**src/rtl/core/assert_macros.svh**
```systemverilog
// Assertion macros shared by the glob matcher RTL.
`ifndef ASSERT_MACROS_SVH
`define ASSERT_MACROS_SVH

// Check an invariant on every clock edge outside reset.
`define WGM_CHECK(label, expr, msg) \
  label: assert property (@(posedge clk) disable iff (rst) (expr)) else $error(msg);

// Check a same-cycle implication.
`define WGM_IMPLY(label, ante, cons, msg) \
  label: assert property (@(posedge clk) disable iff (rst) (ante) |-> (cons)) else $error(msg);

// Check an implication in the following cycle.
`define WGM_IMPLY_NEXT(label, ante, cons, msg) \
  label: assert property (@(posedge clk) disable iff (rst) (ante) |=> (cons)) else $error(msg);

`endif

```
**src/rtl/core/wgm_pkg.sv**
```systemverilog
// Types and constants of the wildcard glob matcher.
`default_nettype none
package wgm_pkg;

  localparam int MAX_PATTERN = 63;
  localparam int SYMBOL_BITS = 8;
  localparam int NUM_POS     = MAX_PATTERN + 1;
  localparam int LEN_W       = $clog2(NUM_POS);
  localparam int IDX_W       = (MAX_PATTERN > 1) ? $clog2(MAX_PATTERN) : 1;
  localparam int CLOSE_LVLS  = (NUM_POS > 1) ? $clog2(NUM_POS) : 1;

  localparam logic [SYMBOL_BITS-1:0] SYM_STAR = SYMBOL_BITS'(42);
  localparam logic [SYMBOL_BITS-1:0] SYM_ANY  = SYMBOL_BITS'(63);

  // Input action codes.
  localparam logic [1:0] ACT_PAT_SYM = 2'd0;
  localparam logic [1:0] ACT_PAT_END = 2'd1;
  localparam logic [1:0] ACT_TGT_SYM = 2'd2;
  localparam logic [1:0] ACT_TGT_END = 2'd3;

  // Commands from front to back.
  localparam logic [2:0] OP_PAT_NEW   = 3'd0;
  localparam logic [2:0] OP_PAT       = 3'd1;
  localparam logic [2:0] OP_CLOSE_NEW = 3'd2;
  localparam logic [2:0] OP_CLOSE     = 3'd3;
  localparam logic [2:0] OP_STEP      = 3'd4;
  localparam logic [2:0] OP_END       = 3'd5;

  typedef struct packed {
    logic [1:0]             action;
    logic [SYMBOL_BITS-1:0] symbol;
  } in_t;

  typedef struct packed {
    logic matched;
    logic pattern_overflow;
  } res_t;

  typedef struct packed {
    logic [2:0]             op;
    logic [SYMBOL_BITS-1:0] sym;
    logic                   is_star;
    logic                   is_any;
  } cmd_t;

endpackage
`default_nettype wire

```
**src/rtl/core/wgm_cmdq.sv**
```systemverilog
// Two-entry command queue between the front and back of the glob matcher.
`default_nettype none
`include "assert_macros.svh"
module wgm_cmdq import wgm_pkg::*; (
  input  logic clk,
  input  logic rst,
  input  logic push,
  input  cmd_t din,
  output logic full,
  output logic valid,
  output cmd_t dout,
  input  logic pop
);

  logic [1:0] cnt;
  logic [1:0] cnt_next;
  cmd_t       e0;
  cmd_t       e1;
  logic       do_push;
  logic       do_pop;
  logic       wr_slot0;

  assign full     = (cnt == 2'd2);
  assign valid    = (cnt != 2'd0);
  assign dout     = e0;
  assign do_push  = push & ~full;
  assign do_pop   = pop & valid;
  assign wr_slot0 = (cnt == 2'd0) || ((cnt == 2'd1) && do_pop);
  assign cnt_next = cnt + 2'(do_push) - 2'(do_pop);

  always_ff @(posedge clk) begin
    if (rst) begin
      cnt <= 2'd0;
    end else begin
      cnt <= cnt_next;
    end
  end

  always_ff @(posedge clk) begin
    if (do_pop) begin
      e0 <= e1;
    end
    if (do_push) begin
      if (wr_slot0) begin
        e0 <= din;
      end else begin
        e1 <= din;
      end
    end
  end

  `WGM_IMPLY(a_cmdq_no_overrun, push && (cnt == 2'd2), pop, "command pushed into full queue")

endmodule
`default_nettype wire

```
**src/rtl/core/wgm_front.sv**
```systemverilog
// Front end: accept items, track pattern state, turn items into commands.
`default_nettype none
`include "assert_macros.svh"
module wgm_front import wgm_pkg::*; (
  input  logic clk,
  input  logic rst,
  input  logic push,
  input  in_t  item,
  input  logic q_full,
  output logic cmd_push,
  output cmd_t cmd
);

  logic closed;
  logic take;
  logic tgt_item;

  assign take     = push & ~q_full;
  assign tgt_item = (item.action == ACT_TGT_SYM) || (item.action == ACT_TGT_END);

  always_comb begin
    cmd.sym     = item.symbol;
    cmd.is_star = (item.symbol == SYM_STAR);
    cmd.is_any  = (item.symbol == SYM_ANY);
    cmd.op      = OP_STEP;
    cmd_push    = 1'b0;
    unique case (item.action)
      ACT_PAT_SYM: begin
        cmd.op   = closed ? OP_PAT_NEW : OP_PAT;
        cmd_push = take;
      end
      ACT_PAT_END: begin
        cmd.op   = closed ? OP_CLOSE_NEW : OP_CLOSE;
        cmd_push = take;
      end
      ACT_TGT_SYM: begin
        cmd.op   = OP_STEP;
        cmd_push = take & closed;
      end
      ACT_TGT_END: begin
        cmd.op   = OP_END;
        cmd_push = take & closed;
      end
      default: begin
        cmd_push = 1'b0;
      end
    endcase
  end

  always_ff @(posedge clk) begin
    if (rst) begin
      closed <= 1'b1;
    end else if (take) begin
      if (item.action == ACT_PAT_SYM) begin
        closed <= 1'b0;
      end else if (item.action == ACT_PAT_END) begin
        closed <= 1'b1;
      end
    end
  end

  `WGM_IMPLY(a_front_drop_open, take && !closed && tgt_item, !cmd_push, "open target forwarded")

endmodule
`default_nettype wire

```
**src/rtl/core/wgm_back.sv**
```systemverilog
// Back end: pattern cells, automaton update and result queue.
`default_nettype none
`include "assert_macros.svh"
module wgm_back import wgm_pkg::*; (
  input  logic clk,
  input  logic rst,
  input  logic cmd_valid,
  input  cmd_t cmd,
  output logic cmd_pop,
  output logic empty,
  output res_t result,
  input  logic pop
);

  logic [SYMBOL_BITS-1:0] sym_q [MAX_PATTERN];
  logic [MAX_PATTERN-1:0] star_q;
  logic [MAX_PATTERN-1:0] any_q;
  logic [MAX_PATTERN-1:0] inuse;
  logic [LEN_W-1:0]       len;
  logic                   ovf;
  logic [NUM_POS-1:0]     active;

  logic [1:0] ocnt;
  res_t       oq0;
  res_t       oq1;
  logic       out_full;
  logic       out_push;
  logic       out_pop;
  logic       oslot0;
  res_t       res_new;

  logic                   take;
  logic                   room;
  logic                   wr_en;
  logic [IDX_W-1:0]       wr_idx;
  logic [NUM_POS-1:0]     gen;
  logic [NUM_POS-1:0]     seed;
  logic [NUM_POS-1:0]     prop;
  logic [NUM_POS-1:0]     closed_set;
  logic [NUM_POS-1:0]     g;
  logic [NUM_POS-1:0]     p;

  assign out_full = (ocnt == 2'd2);
  assign take     = cmd_valid & ((cmd.op != OP_END) | ~out_full);
  assign cmd_pop  = take;
  assign room     = (len < LEN_W'(MAX_PATTERN));

  // Pattern write port.
  always_comb begin
    wr_en  = 1'b0;
    wr_idx = '0;
    if (take && cmd.op == OP_PAT_NEW) begin
      wr_en = 1'b1;
    end else if (take && cmd.op == OP_PAT && room) begin
      wr_en  = 1'b1;
      wr_idx = len[IDX_W-1:0];
    end
  end

  // One step of every pattern cell in parallel.
  always_comb begin
    gen = '0;
    for (int i = 0; i < MAX_PATTERN; i++) begin
      if (active[i] && inuse[i]) begin
        if (star_q[i]) begin
          gen[i] = 1'b1;
        end else if (any_q[i] || sym_q[i] == cmd.sym) begin
          gen[i+1] = 1'b1;
        end
      end
    end
  end

  // Star closure as a parallel prefix over the positions.
  always_comb begin
    seed = (cmd.op == OP_STEP) ? gen : NUM_POS'(1);
    prop = '0;
    for (int i = 0; i < MAX_PATTERN; i++) begin
      prop[i+1] = star_q[i] & inuse[i];
    end
    g = seed;
    p = prop;
    for (int lvl = 0; lvl < CLOSE_LVLS; lvl++) begin
      g = g | (p & (g << (1 << lvl)));
      p = p & (p << (1 << lvl));
    end
    closed_set = g;
  end

  assign res_new.matched          = ~ovf & active[len];
  assign res_new.pattern_overflow = ovf;

  always_ff @(posedge clk) begin
    if (wr_en) begin
      sym_q[wr_idx]  <= cmd.sym;
      star_q[wr_idx] <= cmd.is_star;
      any_q[wr_idx]  <= cmd.is_any;
    end
  end

  always_ff @(posedge clk) begin
    if (rst) begin
      len    <= '0;
      ovf    <= 1'b0;
      inuse  <= '0;
      active <= NUM_POS'(1);
    end else if (take) begin
      case (cmd.op)
        OP_PAT_NEW: begin
          len   <= LEN_W'(1);
          ovf   <= 1'b0;
          inuse <= MAX_PATTERN'(1);
        end
        OP_PAT: begin
          if (room) begin
            len   <= len + LEN_W'(1);
            inuse <= (inuse << 1) | MAX_PATTERN'(1);
          end else begin
            ovf <= 1'b1;
          end
        end
        OP_CLOSE_NEW: begin
          len    <= '0;
          ovf    <= 1'b0;
          inuse  <= '0;
          active <= NUM_POS'(1);
        end
        default: begin
          // close, target step and end of target all load the closed set
          active <= closed_set;
        end
      endcase
    end
  end

  // Two-entry result queue.
  assign out_push = take & (cmd.op == OP_END);
  assign out_pop  = pop & (ocnt != 2'd0);
  assign oslot0   = (ocnt == 2'd0) || ((ocnt == 2'd1) && out_pop);
  assign empty    = (ocnt == 2'd0);
  assign result   = oq0;

  always_ff @(posedge clk) begin
    if (rst) begin
      ocnt <= 2'd0;
    end else begin
      ocnt <= ocnt + 2'(out_push) - 2'(out_pop);
    end
  end

  always_ff @(posedge clk) begin
    if (out_pop) begin
      oq0 <= oq1;
    end
    if (out_push) begin
      if (oslot0) begin
        oq0 <= res_new;
      end else begin
        oq1 <= res_new;
      end
    end
  end

  `WGM_CHECK(a_back_fill, $countones(inuse) == int'(len), "fill mask disagrees with length")
  `WGM_IMPLY(a_back_ovf_len, ovf, len == LEN_W'(MAX_PATTERN), "overflow without full store")
  `WGM_IMPLY_NEXT(a_back_end_res, out_push, ocnt != 2'd0, "end of target gave no result")

endmodule
`default_nettype wire

```
**src/rtl/core/wildcard_glob_matcher.sv**
```systemverilog
// Top level of the wildcard glob matcher.
//
// Usage: the block looks like a queue on both sides. Push an item (action and
// symbol) while full is low; every such edge is one transfer. Pattern symbols
// load the pattern, end of pattern closes it, target symbols step the
// automaton, and end of target produces one result. Pop the result while
// empty is low.
// '*' matches any run of symbols, '?' matches one, others match themselves.
// Target items sent while a pattern is still open are dropped silently.
// A pattern longer than MAX_PATTERN symbols reports pattern_overflow and no
// match on every following target.
// Throughput: one item per cycle while full is low, including target symbols; the
// whole automaton advances across all pattern positions at once.
// Path: with nothing queued ahead, a result passes the command queue register,
// then the result queue register, before it shows on the result ports and
// can be popped.
// Stall: when results are not popped, the result queue fills, the back end
// holds on the next end of target, the command queue fills and full rises.
// Reset: synchronous; the pattern becomes empty and closed, both queues
// drain, so an empty target matches right after reset.
`default_nettype none
module wildcard_glob_matcher import wgm_pkg::*; (
  input  logic clk,
  input  logic rst,
  input  logic push,
  output logic full,
  input  in_t  item,
  output logic empty,
  input  logic pop,
  output res_t result
);

  cmd_t f_cmd;
  logic f_push;
  cmd_t q_cmd;
  logic q_valid;
  logic q_pop;

  // Classify items and track whether the pattern is open.
  wgm_front u_front (
    .clk      (clk),
    .rst      (rst),
    .push     (push),
    .item     (item),
    .q_full   (full),
    .cmd_push (f_push),
    .cmd      (f_cmd)
  );

  // Decouple the front from a back end stalled on a full result queue.
  wgm_cmdq u_cmdq (
    .clk   (clk),
    .rst   (rst),
    .push  (f_push),
    .din   (f_cmd),
    .full  (full),
    .valid (q_valid),
    .dout  (q_cmd),
    .pop   (q_pop)
  );

  // Hold the pattern, advance the active set, queue results.
  wgm_back u_back (
    .clk       (clk),
    .rst       (rst),
    .cmd_valid (q_valid),
    .cmd       (q_cmd),
    .cmd_pop   (q_pop),
    .empty     (empty),
    .result    (result),
    .pop       (pop)
  );

endmodule
`default_nettype wire

```
**config.mk**
```make
export PLATFORM = sky130hd
export DESIGN_NAME = wildcard_glob_matcher
export DESIGN_NICKNAME = d
export VERILOG_FILES = /design/src/rtl/core/wgm_pkg.sv /design/src/rtl/core/wgm_cmdq.sv /design/src/rtl/core/wgm_front.sv /design/src/rtl/core/wgm_back.sv /design/src/rtl/core/wildcard_glob_matcher.sv
export VERILOG_INCLUDE_DIRS = /design/src /design/src/rtl/core
export SDC_FILE = /design/constraint.sdc
export NUM_CORES = 1
export LEC_CHECK = 0
export ABC_CLOCK_PERIOD_IN_PS = 5600
export BUFFER_PORTS_ARGS = -buffer_cell sky130_fd_sc_hd__buf_2
export CORE_UTILIZATION = 44
export DETAILED_ROUTE_END_ITERATION = 16
export GPL_TIMING_DRIVEN = 0
export SLEW_MARGIN = 40
export SYNTH_ARGS = -nofsm -noshare
export SYNTH_HDL_FRONTEND = slang
export SYNTH_SLANG_ARGS = --single-unit
```
**constraint.sdc**
```tcl
create_clock -name clk -period 5.6 [get_ports clk]
set_input_delay 0.56 -clock clk [delete_from_list [all_inputs] [get_ports clk]]
set_output_delay 0.56 -clock clk [all_outputs]
set_load 0.1 [all_outputs]
```
==> reports/results.txt <==
WL/cell -> 24.7 um
Vias -> 24,400
CTS H-tree lvls -> 3
Slew Limit Fails -> 0
Synth Area in XOR/XNOR -> 0.123
Worst-skew pair later-pin latency -> 0.64 ns
P&R area growth vs syn -> 13.1%
CTS Buffer Depth -> 3
Slew @ Worst Pin -> 0.847 ns
Post-CTS sizing -> 0
GPL Wtd Cong -> 0.930
Crit path kind -> reg -> reg
Fin. Hold Viols -> 0
Ant diodes -> 0
Pin count of the biggest net entering global routing -> 37
Netlist cell types -> 98
FP Rows -> 104
Final WL -> 103 mm
Max Cap Violations -> 0
CTS tree -> built
Peak VDD IR -> 0.337 mV
Largest family of logic cells by synthesized area -> XOR/XNOR gates
Fin crit period -> 4.77 ns
Placed cell count -> 4,003
Pwr dens -> 454 mW/mm^2
Fin crit share -> 0.853
R2r setup slk -> 0.83 ns
Max-slew headroom -> 0.435
Vias in the first global route -> 23,900
Post-Syn Nets -> 2,923
CP Capture Type -> flop
Dominant cells by area after synthesis -> edfxtp_1, xor2_1, dfxtp_1, nor2_1, xnor2_1
Fin nets -> 3,048
Initial antenna violation count -> 2
Ports -> 18
Post-synth EDFFs -> 645
Post-synth top area cell -> edfxtp_1
Starting density of the core -> 0.447
Dpl cell area -> 0.0381 mm^2
Setup Skew -> 0.0220 ns
Synth Cell Area -> 0.0363 mm^2
Cell area after layout -> 0.0410 mm^2
Overall routing resource usage -> 0.246
Ys flop type -> edfxtp_1
Iteration-0 DRC count of the detailed router -> 2,384
Post-DR vias/cell -> 5.87
Seq/Total Area, Yosys -> 0.619
F_max -> 0.209 GHz
Post-CTS setup buffer count -> 0
Pre-Repair DR Iteration Count -> 6
Synth top area share -> 0.534
Top-count cell post-synth -> edfxtp_1
Die Span Y -> 289 um
CP max FO -> 29
Top post-synthesis cells by count -> edfxtp_1, xor2_1, nor2_1
Clk root buf -> clkbuf_16
Mux cell area share after synthesis -> 0.0169
Synthesized flop and latch total -> 799
Die width -> 289 um
RSZ-0062 raised after global routing -> false
Post-route DRC -> 0
Dpl hpwl -> 69.9 mm
Finish-stage setup viols -> 0
Synth Area in Adders -> 0.00172
Yosys Warn Count -> 0
Reg clk slew, reported paths -> 0.06 ns
Port bufs -> 17
Grt ovf -> 0
CTS hold repair buffers -> 0
First-pass GRT wire length -> 152 mm
Share of cells above drive strength 1 -> 0.114
Status -> completed
Critical path arrival -> 5.30 ns
Hold crit path type -> in -> reg
Die area -> 0.0836 mm^2
Post-synthesis simple-gate area fraction -> 0.114
Startpoint types -> flop
Avg Cell Area, Syn -> 12.5 um^2
Area fraction in compound gates after synthesis -> 0.0994
Fillers -> 6,916
CP required -> 6.13 ns
Mapped Cells -> 2,904
Non-Filler Instances -> 4,159
Post-synth ARST share -> 0
Core region area -> 0.0811 mm^2
Leak pwr -> 13.4 nW
Clock sink count -> 799
Final ANT Viol Nets -> 0
CTS buffer count -> 83
-- cell type report --
cell class | instances | area [um^2] | area share
Sequential cell | 799 | 22500 | 0.548
Tap cell | 1060 | 1330 | 0.0323
Inverter | 31 | 116 | 0.00284
Multi-Input combinational cell | 1945 | 13100 | 0.318
Buffer | 129 | 810 | 0.0197
Clock buffer | 112 | 2320 | 0.0565
Timing Repair Buffer | 40 | 429 | 0.0105
Clock inverter | 43 | 479 | 0.0117
-- critical path: stages (launching register included) --
cell	delay, ns
dfxtp_4	0.68
buf_4	0.36
buf_6	0.24
buf_6	0.24
buf_4	0.29
buf_6	0.25
xor2_1	0.16
nor4_1	0.06
a21oi_1	0.38
nor3_1	0.12
a31oi_1	0.16
a21oi_1	0.14
a21oi_1	0.44
a21oi_1	0.12
or2_1	0.28
a221oi_1	0.34
o21ai_0	0.12
a41o_1	0.22
-- through the flow --
| step | power [mW] | hold WS [ns] | utilization | setup TNS (ns) | setup WS (ns) |
|---|---|---|---|---|---|
| finish | 18.6 | 0.145 | 0.506 | 0 | 0.825 |
| global route | 19.3 | 0.135 | 0.506 | 0 | 0.619 |
| CTS | 18.8 | 0.116 | 0.505 | 0 | 0.815 |
| detailed placement | 13.1 | 0.505 | 0.470 | 0 | 0.835 |
| global placement | 12.9 | 0.499 | 0.465 | -46.06 | -1.49 |
| floorplan | 10.9 | 0.450 | - | 0 | 1.70 |
-- sequential cells by signal, summed over array words and instances (netlist names), 2 cells and up --
signal and flops:
u_cmdq.cnt 2, u_back.any_q 63, u_back.result 2, u_back.ocnt 2, u_back.active 64, u_back.oq1 2
u_back.star_q 63, u_cmdq.dout 13, u_cmdq.e1 13, u_back.len 6, u_back.sym_q 504, u_back.inuse 63
-- cells in the final DEF (no fill, tap or decap), types with 10 or more instances in the layout --
| cell type | n |
|---|---|
| a22oi_1 | 84 |
| nand4_1 | 68 |
| o21bai_1 | 23 |
| o21ai_1 | 16 |
| nor2_1 | 259 |
| clkbuf_16 | 86 |
| xnor2_1 | 115 |
| a21oi_1 | 115 |
| a211oi_1 | 12 |
| o21ai_0 | 70 |
| a31oi_1 | 26 |
| o211ai_1 | 10 |
| o31ai_1 | 23 |
| dfxtp_1 | 144 |
| edfxtp_1 | 645 |
| nand3_1 | 41 |
| nor2_2 | 54 |
| nand2_1 | 200 |
| and3_1 | 13 |
| dfxtp_4 | 10 |
| clkbuf_1 | 78 |
| nor3_1 | 44 |
| o21a_1 | 11 |
| nand3b_1 | 11 |
| buf_4 | 35 |
| mux2i_1 | 14 |
| xor2_1 | 395 |
| buf_12 | 11 |
| inv_1 | 31 |
| clkinv_1 | 14 |
| buf_6 | 28 |
| nor4_1 | 113 |
| buf_2 | 24 |
| or3_1 | 16 |
| mux4_2 | 21 |
-- path summary, 6_finish.rpt --
| path | to | from | depth (start not counted) |
|---|---|---|---|
| setup / recovery | u_back.active[56] | u_cmdq.dout[3] | 17 |
| hold / removal | u_cmdq.e1[7] | item[5] | 1 |
| setup reg to reg | u_back.active[56] | u_cmdq.dout[3] | 17 |
| hold reg to reg | u_front.closed | u_front.closed | 2 |
-- routing by layer --
layer	share of wire	track usage
met1	0.44	0.339
met2	0.47	0.405
met3	0.061	0.0317
met4	0.026	0.0724
met5	0	0
-- power breakdown --
group          leakage [nW]  internal (mW)  switching, mW
Combinational          4.92           1.71           3.58
Sequential             7.11           7.17          0.520
Clock                  1.35           3.34           2.32
Total                  13.4           12.2           6.42
-- kinds of logic after synthesis --
kind of cell	Yosys count
simple gates	871
flops	799
compound gates	524
xor+xnor	510
buf+inv	160
mux	35
fa+ha+maj	5
(Power assumes the default switching activity.)
